<file path="src/sv/gbdl_pkg.sv">
`default_nettype none

package gbdl_pkg;

    // Default number of lines on each of the column and row ports.
    localparam int LINES_PER_PORT = 8;

    // Fixed widths of the payload fields.
    localparam int LEVEL_W  = 8;
    localparam int CNT_W    = 8;
    localparam int STATUS_W = 2;
    localparam int INDEX_W  = 3;
    localparam int MAP_W    = 16;

    // Configuration register file.
    localparam int DATA_W = 32;
    localparam int ADDR_W = 3;
    localparam logic [0:0] REG_DEBOUNCE_TICKS = 1'b0;
    localparam logic [CNT_W-1:0] DEBOUNCE_RESET = 8'd20;

    typedef logic [STATUS_W-1:0] t_status;

    localparam t_status ST_NONE   = 2'd0;
    localparam t_status ST_SINGLE = 2'd1;
    localparam t_status ST_MULTI  = 2'd2;

    // What one line lane reports for the item being accepted.
    typedef struct packed {
        logic pressed;  // debounced bit before this item
        logic toggle;   // the bit flips on this item
    } t_lane_out;

    // What the merge stage finds for one item.
    typedef struct packed {
        logic                 changed;
        t_status              status;
        logic [INDEX_W-1:0]   row;
        logic [INDEX_W-1:0]   col;
    } t_result;

endpackage

`default_nettype wire

</file>
<file path="src/sv/gbdl_lane.sv">
`default_nettype none

module gbdl_lane (
    input  wire logic                      i_clk,
    input  wire logic                      i_rst_n,
    input  wire logic                      i_accept,
    input  wire logic                      i_raw,
    input  wire logic [gbdl_pkg::CNT_W-1:0] i_ticks,
    output gbdl_pkg::t_lane_out            o_lane
);
    import gbdl_pkg::*;

    logic             r_pressed;
    logic [CNT_W-1:0] r_cnt;
    logic [CNT_W-1:0] n_cnt;
    logic             disagree;
    logic [CNT_W-1:0] cnt_step;
    logic             toggle;

    // Active low: a high raw level disagrees with a pressed bit.
    assign disagree = (i_raw == r_pressed);
    assign cnt_step = disagree ? r_cnt + CNT_W'(1) : '0;
    assign toggle   = (cnt_step == i_ticks);

    always_comb begin
        n_cnt = toggle ? '0 : cnt_step;
    end

    always_ff @(posedge i_clk) begin
        if (!i_rst_n) begin
            r_pressed <= 1'b0;
            r_cnt     <= '0;
        end else if (i_accept) begin
            r_pressed <= r_pressed ^ toggle;
            r_cnt     <= n_cnt;
        end
    end

    assign o_lane.pressed = r_pressed;
    assign o_lane.toggle  = toggle;

endmodule

`default_nettype wire

</file>
<file path="src/sv/gbdl_merge.sv">
`default_nettype none

module gbdl_merge #(
    parameter int LPP = gbdl_pkg::LINES_PER_PORT
) (
    input  wire logic [2*LPP-1:0] i_old_bits,
    input  wire logic [2*LPP-1:0] i_toggles,
    output wire logic [2*LPP-1:0] o_new_bits,
    output gbdl_pkg::t_result     o_result
);
    import gbdl_pkg::*;

    localparam int NL = 2 * LPP;

    typedef struct packed {
        t_status            status;
        logic [INDEX_W-1:0] row;
        logic [INDEX_W-1:0] col;
    } t_locate;

    function automatic logic is_one_hot(input logic [LPP-1:0] v);
        is_one_hot = (v != '0) && ((v & (v - LPP'(1))) == '0);
    endfunction

    function automatic logic [INDEX_W-1:0] hot_index(input logic [LPP-1:0] v);
        logic [INDEX_W-1:0] idx;
        idx = '0;
        for (int i = 0; i < LPP; i++) begin
            if (v[i]) begin
                idx = idx | INDEX_W'(i);
            end
        end
        hot_index = idx;
    endfunction

    function automatic t_locate recode(input logic [NL-1:0] v);
        t_locate loc;
        logic [LPP-1:0] cols;
        logic [LPP-1:0] rows;
        cols = v[LPP-1:0];
        rows = v[NL-1:LPP];
        loc  = '{status: ST_NONE, row: '0, col: '0};
        if (v == '0) begin
            loc.status = ST_NONE;
        end else if (is_one_hot(cols) && is_one_hot(rows)) begin
            loc.status = ST_SINGLE;
            loc.row    = hot_index(rows);
            loc.col    = hot_index(cols);
        end else begin
            loc.status = ST_MULTI;
        end
        recode = loc;
    endfunction

    t_locate          held;
    t_locate          final_loc;
    logic [NL-1:0]    diff;

    // The held position always equals the recode of the debounced bits.
    assign held       = recode(i_old_bits);
    assign o_new_bits = i_old_bits ^ i_toggles;
    assign final_loc  = recode(o_new_bits);

    // One lane per line: the state right after that line's toggle is the
    // old bits with every toggle up to and including this line applied.
    for (genvar k = 0; k < NL; k++) begin : g_prefix
        logic [NL-1:0] upto;
        t_locate       loc;
        assign upto    = {NL{1'b1}} >> (NL - 1 - k);
        assign loc     = recode(i_old_bits ^ (i_toggles & upto));
        assign diff[k] = i_toggles[k] && (loc != held);
    end

    assign o_result.changed = |diff;
    assign o_result.status  = final_loc.status;
    assign o_result.row     = final_loc.row;
    assign o_result.col     = final_loc.col;

endmodule

`default_nettype wire

</file>
<file path="src/sv/grid_button_debounce_locator_top.sv">
// Channel   Direction  Handshake                 Payload
// input     in         i_in_valid / o_in_stall   i_col_levels, i_row_levels
// output    out        o_out_valid / i_out_stall o_changed, o_press_status,
//                                                o_row_index, o_col_index,
//                                                o_pressed_map
// config    in/out     APB psel/penable/pwrite   paddr, pwdata, prdata
//
// One item is accepted per clock while the input is not stalled. An
// accepted item is loaded into the stage one register and then into the
// output register, which presents the result until it is taken.
// Reset is synchronous and active low; it clears all counters, the debounced
// bits and the pipeline valids, and sets the debounce setting to 20.
// A stall on the output holds the output register; the merge stage keeps
// filling until it is also full, and only then is the input stalled.
`default_nettype none

module grid_button_debounce_locator_top #(
    parameter int LINES_PER_PORT = gbdl_pkg::LINES_PER_PORT
) (
    input  wire logic                            i_clk,
    input  wire logic                            i_rst_n,

    input  wire logic                            i_in_valid,
    output wire logic                            o_in_stall,
    input  wire logic [gbdl_pkg::LEVEL_W-1:0]    i_col_levels,
    input  wire logic [gbdl_pkg::LEVEL_W-1:0]    i_row_levels,

    output wire logic                            o_out_valid,
    input  wire logic                            i_out_stall,
    output wire logic                            o_changed,
    output wire logic [gbdl_pkg::STATUS_W-1:0]   o_press_status,
    output wire logic [gbdl_pkg::INDEX_W-1:0]    o_row_index,
    output wire logic [gbdl_pkg::INDEX_W-1:0]    o_col_index,
    output wire logic [gbdl_pkg::MAP_W-1:0]      o_pressed_map,

    input  wire logic                            psel,
    input  wire logic                            penable,
    input  wire logic                            pwrite,
    input  wire logic [gbdl_pkg::ADDR_W-1:0]     paddr,
    input  wire logic [gbdl_pkg::DATA_W-1:0]     pwdata,
    output wire logic [gbdl_pkg::DATA_W-1:0]     prdata,
    output wire logic                            pready
);
    import gbdl_pkg::*;

    localparam int LPP = LINES_PER_PORT;
    localparam int NL  = 2 * LPP;

    // Configuration register. The word index is the address bit above the
    // byte offset; anything other than word zero is ignored on write and
    // reads back as zero.
    logic [CNT_W-1:0] r_debounce;
    logic             cfg_write;
    logic             cfg_hit;

    assign pready    = 1'b1;
    assign cfg_hit   = (paddr[2] == REG_DEBOUNCE_TICKS);
    assign cfg_write = psel && penable && pwrite && pready;
    assign prdata    = cfg_hit ? DATA_W'(r_debounce) : '0;

    always_ff @(posedge i_clk) begin
        if (!i_rst_n) begin
            r_debounce <= DEBOUNCE_RESET;
        end else if (cfg_write && cfg_hit) begin
            r_debounce <= pwdata[CNT_W-1:0];
        end
    end

    // Pipeline flow control. The output register frees up when it is empty
    // or its item is taken; the merge stage register frees up when it is
    // empty or can move into the output register.
    logic r_s1_valid;
    logic r_out_valid;
    logic out_free;
    logic s1_free;
    logic in_accept;

    assign out_free   = !r_out_valid || !i_out_stall;
    assign s1_free    = !r_s1_valid || out_free;
    assign o_in_stall = !s1_free;
    assign in_accept  = i_in_valid && s1_free;

    // Raw levels gathered per line: columns in the low lanes, rows above.
    // Lines beyond the eight bits of a level field read as released.
    logic [NL-1:0] levels;

    for (genvar i = 0; i < LPP; i++) begin : g_levels
        if (i < LEVEL_W) begin : g_wired
            assign levels[i]       = i_col_levels[i];
            assign levels[LPP + i] = i_row_levels[i];
        end else begin : g_absent
            assign levels[i]       = 1'b1;
            assign levels[LPP + i] = 1'b1;
        end
    end

    // One debounce lane per line; each keeps its own counter and bit.
    t_lane_out     lanes [NL];
    logic [NL-1:0] old_bits;
    logic [NL-1:0] toggles;

    for (genvar i = 0; i < NL; i++) begin : g_lane
        gbdl_lane u_lane (
            .i_clk    (i_clk),
            .i_rst_n  (i_rst_n),
            .i_accept (in_accept),
            .i_raw    (levels[i]),
            .i_ticks  (r_debounce),
            .o_lane   (lanes[i])
        );
        assign old_bits[i] = lanes[i].pressed;
        assign toggles[i]  = lanes[i].toggle;
    end

    // Stage one: the bits before the item and the lines that toggled.
    logic [NL-1:0] r_s1_bits;
    logic [NL-1:0] r_s1_toggles;

    always_ff @(posedge i_clk) begin
        if (!i_rst_n) begin
            r_s1_valid <= 1'b0;
        end else if (s1_free) begin
            r_s1_valid <= i_in_valid;
        end
    end

    always_ff @(posedge i_clk) begin
        if (in_accept) begin
            r_s1_bits    <= old_bits;
            r_s1_toggles <= toggles;
        end
    end

    // Stage two: the merge replays the toggles in line order.
    logic [NL-1:0] new_bits;
    t_result       result;

    gbdl_merge #(
        .LPP (LPP)
    ) u_merge (
        .i_old_bits (r_s1_bits),
        .i_toggles  (r_s1_toggles),
        .o_new_bits (new_bits),
        .o_result   (result)
    );

    logic [MAP_W-1:0] map_next;

    if (NL >= MAP_W) begin : g_map_cut
        assign map_next = new_bits[MAP_W-1:0];
    end else begin : g_map_pad
        assign map_next = {{(MAP_W-NL){1'b0}}, new_bits};
    end

    t_result          r_result;
    logic [MAP_W-1:0] r_map;

    always_ff @(posedge i_clk) begin
        if (!i_rst_n) begin
            r_out_valid <= 1'b0;
        end else if (out_free) begin
            r_out_valid <= r_s1_valid;
        end
    end

    always_ff @(posedge i_clk) begin
        if (out_free && r_s1_valid) begin
            r_result <= result;
            r_map    <= map_next;
        end
    end

    assign o_out_valid    = r_out_valid;
    assign o_changed      = r_result.changed;
    assign o_press_status = r_result.status;
    assign o_row_index    = r_result.row;
    assign o_col_index    = r_result.col;
    assign o_pressed_map  = r_map;

`ifndef ASSERT_OFF
    a_reset_empty: assert property (@(posedge i_clk)
        !i_rst_n |=> !o_out_valid)
        else $error("output valid right after reset");

    a_index_zero: assert property (@(posedge i_clk) disable iff (!i_rst_n)
        (o_out_valid && (o_press_status != ST_SINGLE))
            |-> (o_row_index == '0) && (o_col_index == '0))
        else $error("position reported without a single press");

    a_none_empty: assert property (@(posedge i_clk) disable iff (!i_rst_n)
        (o_out_valid && (o_press_status == ST_NONE)) |-> (o_pressed_map == '0))
        else $error("no press reported with pressed bits set");

    a_full_stalls: assert property (@(posedge i_clk) disable iff (!i_rst_n)
        (r_out_valid && i_out_stall && r_s1_valid) |-> o_in_stall)
        else $error("input taken while pipeline is full");
`endif

endmodule

`default_nettype wire
</file>
<file path="config.mk">
export PLATFORM = sky130hd
export DESIGN_NAME = grid_button_debounce_locator_top
export DESIGN_NICKNAME = d
export VERILOG_FILES = /design/src/sv/gbdl_pkg.sv /design/src/sv/gbdl_lane.sv /design/src/sv/gbdl_merge.sv /design/src/sv/grid_button_debounce_locator_top.sv
export SDC_FILE = /design/constraint.sdc
export NUM_CORES = 1
export LEC_CHECK = 0
export BUFFER_PORTS_ARGS = -buffer_cell sky130_fd_sc_hd__buf_2
export CORE_AREA = 4 4 129 223
export DETAILED_ROUTE_END_ITERATION = 8
export DIE_AREA = 0 0 133 227
export HOLD_SLACK_MARGIN = 0.06
export PLACE_DENSITY = 0.8
export SKIP_CTS_REPAIR_TIMING = 1
export SKIP_LAST_GASP = 1
export SYNTH_ARGS = -nofsm -noshare
export SYNTH_HDL_FRONTEND = slang
export SYNTH_SLANG_ARGS = --single-unit
</file>
<file path="constraint.sdc">
create_clock -name i_clk -period 5.4 [get_ports i_clk]
set_input_delay 0.81 -clock i_clk [delete_from_list [all_inputs] [get_ports i_clk]]
set_output_delay 0.81 -clock i_clk [all_outputs]
set_load 0.01 [all_outputs]
</file>
==> results.rst <==
.. list-table::
   :header-rows: 1

   * - Metric
     - Value
   * - Worst setup path startpoint
     - r_s1_bits[1]$_DFFE_PP_
   * - Count of placed standard cells including taps
     - 2418
   * - Post-layout net count
     - 2151
   * - Via total after detailed routing
     - 15500
   * - H-Tree Level Count
     - 1
   * - Clock tree skew after final layout
     - 0.0168 ns
   * - Port Buffers
     - 66
   * - Number of enable flip-flop cells after synthesis
     - 57
   * - Clock Tree Root
     - sky130_fd_sc_hd__clkbuf_16
   * - Detailed-route DRC error count
     - 0
   * - Seq/Total Area, Yosys
     - 0.300
   * - Insertion delay of the later-clocked pin in the worst-skew pair
     - 0.52 ns
   * - Slowest stage cell on the critical path
     - sky130_fd_sc_hd__or4_4
   * - Number of design-rule violations left by the first detailed-router iteration
     - 1221
   * - Area Growth Syn to Fin
     - 7.72%
   * - IO Pins
     - 118
   * - Share of cells above drive strength 1
     - 0.0832
   * - Unrepaired setup endpoints after global routing
     - no
   * - Sequential cell area
     - 4800 um^2
   * - Reported max-cap violation count
     - 0
   * - Yosys warning count
     - 0
   * - Antenna-violating nets left
     - 0
   * - Async SR Flop Fraction
     - 0
   * - Tightest Pin Transition
     - 1.20 ns
   * - Reg2reg start
     - r_s1_bits[1]$_DFFE_PP_
   * - Max Fanout on Critical Path
     - 16
   * - CP dominant cell by count
     - sky130_fd_sc_hd__or4_1
   * - Maximum number of pins on one net before global-route repair
     - 130
   * - Share of the clock period used by the worst path
     - 0.855
   * - Placer's final routability congestion estimate
     - 1.05
   * - Diodes inserted
     - 0
   * - Syn Std Cell Area
     - 16000 um^2
   * - Most frequent cells in the layout
     - sky130_fd_sc_hd__nand2_1 (210), sky130_fd_sc_hd__o21ai_0 (163), sky130_fd_sc_hd__dfxtp_1 (152)
   * - Result of the run
     - finished, final reports clean
   * - Number of buffers between clock root and the deepest sink
     - 3
   * - CP Capture Type
     - flop
   * - Chip height
     - 227 um
   * - Number of rows in the core area
     - 79
   * - Min Hold Slack
     - 0.478 ns
   * - Number of antenna violations at the first check in global routing
     - 0
   * - Critical Path RT
     - 5.66 ns
   * - TritonCTS clock tree
     - yes
   * - Fmax
     - 217 MHz
   * - Slew margin rel.
     - 0.191
   * - Final-report hold violation count
     - 0
   * - Number of clock buffers inserted by TritonCTS
     - 21
   * - Worst endpoint data arrival time
     - 4.88 ns
   * - Total Neg Setup Slack
     - 0 ns
   * - Worst hold path type
     - flop to flop
   * - Area of the placeable core
     - 26800 um^2
   * - Shortest clock period the worst path allows after layout
     - 4.62 ns
   * - Cell family contributing the most delay on the critical path
     - simple AND/OR/NAND/NOR gates
   * - Peak VDD IR
     - 0.000249 V
   * - Initial core utilization
     - 0.597
   * - Congestion Overflow GR
     - 0
   * - Static Leakage
     - 6.02 nW
   * - Number of pins with negative max-slew slack in the final report
     - 0
   * - Total power of the final layout
     - 3.72 mW
   * - Most used DFF post-synth
     - sky130_fd_sc_hd__dfxtp_1
   * - Area occupied by multi-input gates
     - 10500 um^2
   * - Clock slew seen by the registers of the worst setup and hold paths
     - 0.07 ns
   * - Area of the die
     - 30200 um^2
   * - Via density per instance
     - 6.30
   * - Commonest non-fill, non-tap cell in the layout
     - sky130_fd_sc_hd__nand2_1
   * - Average wire per cell in the routed design
     - 18.6 um
   * - Average footprint of a synthesized cell
     - 7.69 um^2
   * - Gate count of the mapped netlist
     - 2081
   * - Non-Filler Instances
     - 2455
   * - Total half-perimeter wirelength after legalization and detailed placement
     - 32600 um
   * - Number of sinks handled by clock tree synthesis
     - 211
   * - First drt pass iteration count
     - 6
   * - Die span in x
     - 133 um
   * - Global-route wire length before repair
     - 73200 um
   * - Yosys reg bits
     - 211
   * - Vias in the first global route
     - 14700
   * - Filler Cell Count
     - 2289
   * - Slowest stage delay, CP
     - 0.64 ns
   * - CP Class
     - flop to flop
   * - Kind of launch point of the worst setup path
     - flop
   * - Power density over the cells
     - 216 nW/um^2
   * - Combined buffer and inverter count along the critical path
     - 0
   * - Number of distinct standard cells referenced by the synthesized netlist
     - 75
   * - Crit path cell chain
     - or4_4 -> or4_1 -> a31o_1 -> or3_4 -> or4_1 -> nor2_1 -> mux2i_1 -> a2111oi_2 -> nand4_1 -> or4_1
   * - Source of the worst hold timing path
     - g_lane[2].u_lane.r_cnt[7]$_SDFFE_PN0P_
   * - Aggregate routed wire length
     - 45600 um
   * - Gr usage total
     - 0.293
   * - Setup violators final
     - 0
sequential cells by signal, indices dropped and copies added (netlist names):
name                     count
o_col_index                  3
o_press_status               2
r_s1_bits                   16
o_row_index                  3
r_debounce                   8
o_pressed_map               16
r_s1_toggles                16
o_out_valid                  1
g_lane.u_lane.r_pressed     16
r_s1_valid                   1
o_changed                    1
g_lane.u_lane.r_cnt        128
worst min-delay path, stage by stage, from the launching register on:
cell and delay (ns):
sky130_fd_sc_hd__dfxtp_1 0.32, sky130_fd_sc_hd__nand2_1 0.05, sky130_fd_sc_hd__a21boi_0 0.06
power breakdown:
| group | switching [mW] | internal (mW) |
|---|---|---|
| clock network | 0.658 | 0.849 |
| logic | 0.327 | 0.175 |
| registers | 0.0496 | 1.66 |
| total | 1.04 | 2.68 |
path summary, 6_finish.rpt:
check                           cells after the start  slack (ns)                                     end
worst max-delay path                               10        0.78                     o_changed$_DFFE_PP_
worst min-delay path                                2        0.48  g_lane[2].u_lane.r_cnt[7]$_SDFFE_PN0P_
worst max register to register                     10        0.78                     o_changed$_DFFE_PP_
worst min register to register                      2        0.48  g_lane[2].u_lane.r_cnt[7]$_SDFFE_PN0P_
logic make-up after synthesis:
| logic type | share of synthesized area |
|---|---|
| flops | 0.300 |
| buf+inv | 0.0533 |
| compound gates | 0.203 |
| xor+xnor | 0.143 |
| other cells | 0.000470 |
| fa+ha+maj | 0.0150 |
| mux | 0.00626 |
| simple gates | 0.279 |
stage by stage:
stage	util	cell area, um^2	worst slack (ns)
after floorplan	-	16100	1.21
after global placement	0.617	16500	0.846
after detailed placement	0.617	16500	0.817
after CTS	0.643	17200	0.786
after global routing	0.643	17200	0.519
final	0.643	17200	0.781
metal layers:
layer / track usage / part of all wire / up-vias / wire, um
li1: - / - / 7401 / -
met3: 0.0398 / 0.057 / 200 / 2600
met1: 0.302 / 0.36 / 7259 / 16400
met5: 0 / 0 / - / 0
met2: 0.548 / 0.52 / 609 / 23500
met4: 0.200 / 0.068 / 0 / 3120
cells in the mapped netlist (all sizes together) (8+ instances only):
master	instances	area, um^2
or3	36	230
dfxtp	154	3080
o22ai	8	50.1
or3b	10	87.6
nor4	49	319
inv	34	128
o21ai	163	816
o31ai	14	105
a21oi	105	526
nor3	89	445
xor2	113	990
nand4b	10	87.6
and3	32	200
nand4	21	131
edfxtp	57	1710
o32ai	12	105
o21a	12	90.1
nor3b	13	97.6
a31oi	26	163
mux2i	10	100
a2111oi	8	76.3
ha	16	200
nand3b	16	120
clkbuf	121	454
or4	11	86.3
nor2	145	544
nand3	103	515
a21boi	78	586
xnor2	141	1230
nor2b	77	482
nand2	211	792
and2	27	169
nand2b	12	75.1
buf	37	255
a22oi	14	105
a211oi	9	67.6
o211ai	12	90.1
cell type report:
class / count / area share
Sequential cell: 211 / 0.278
Multi-Input combinational cell: 1697 / 0.607
Clock inverter: 12 / 0.00792
Tap cell: 364 / 0.0264
Clock buffer: 25 / 0.0325
Timing Repair Buffer: 108 / 0.0391
Inverter: 38 / 0.00835
Power figures use the tool's default switching activity.
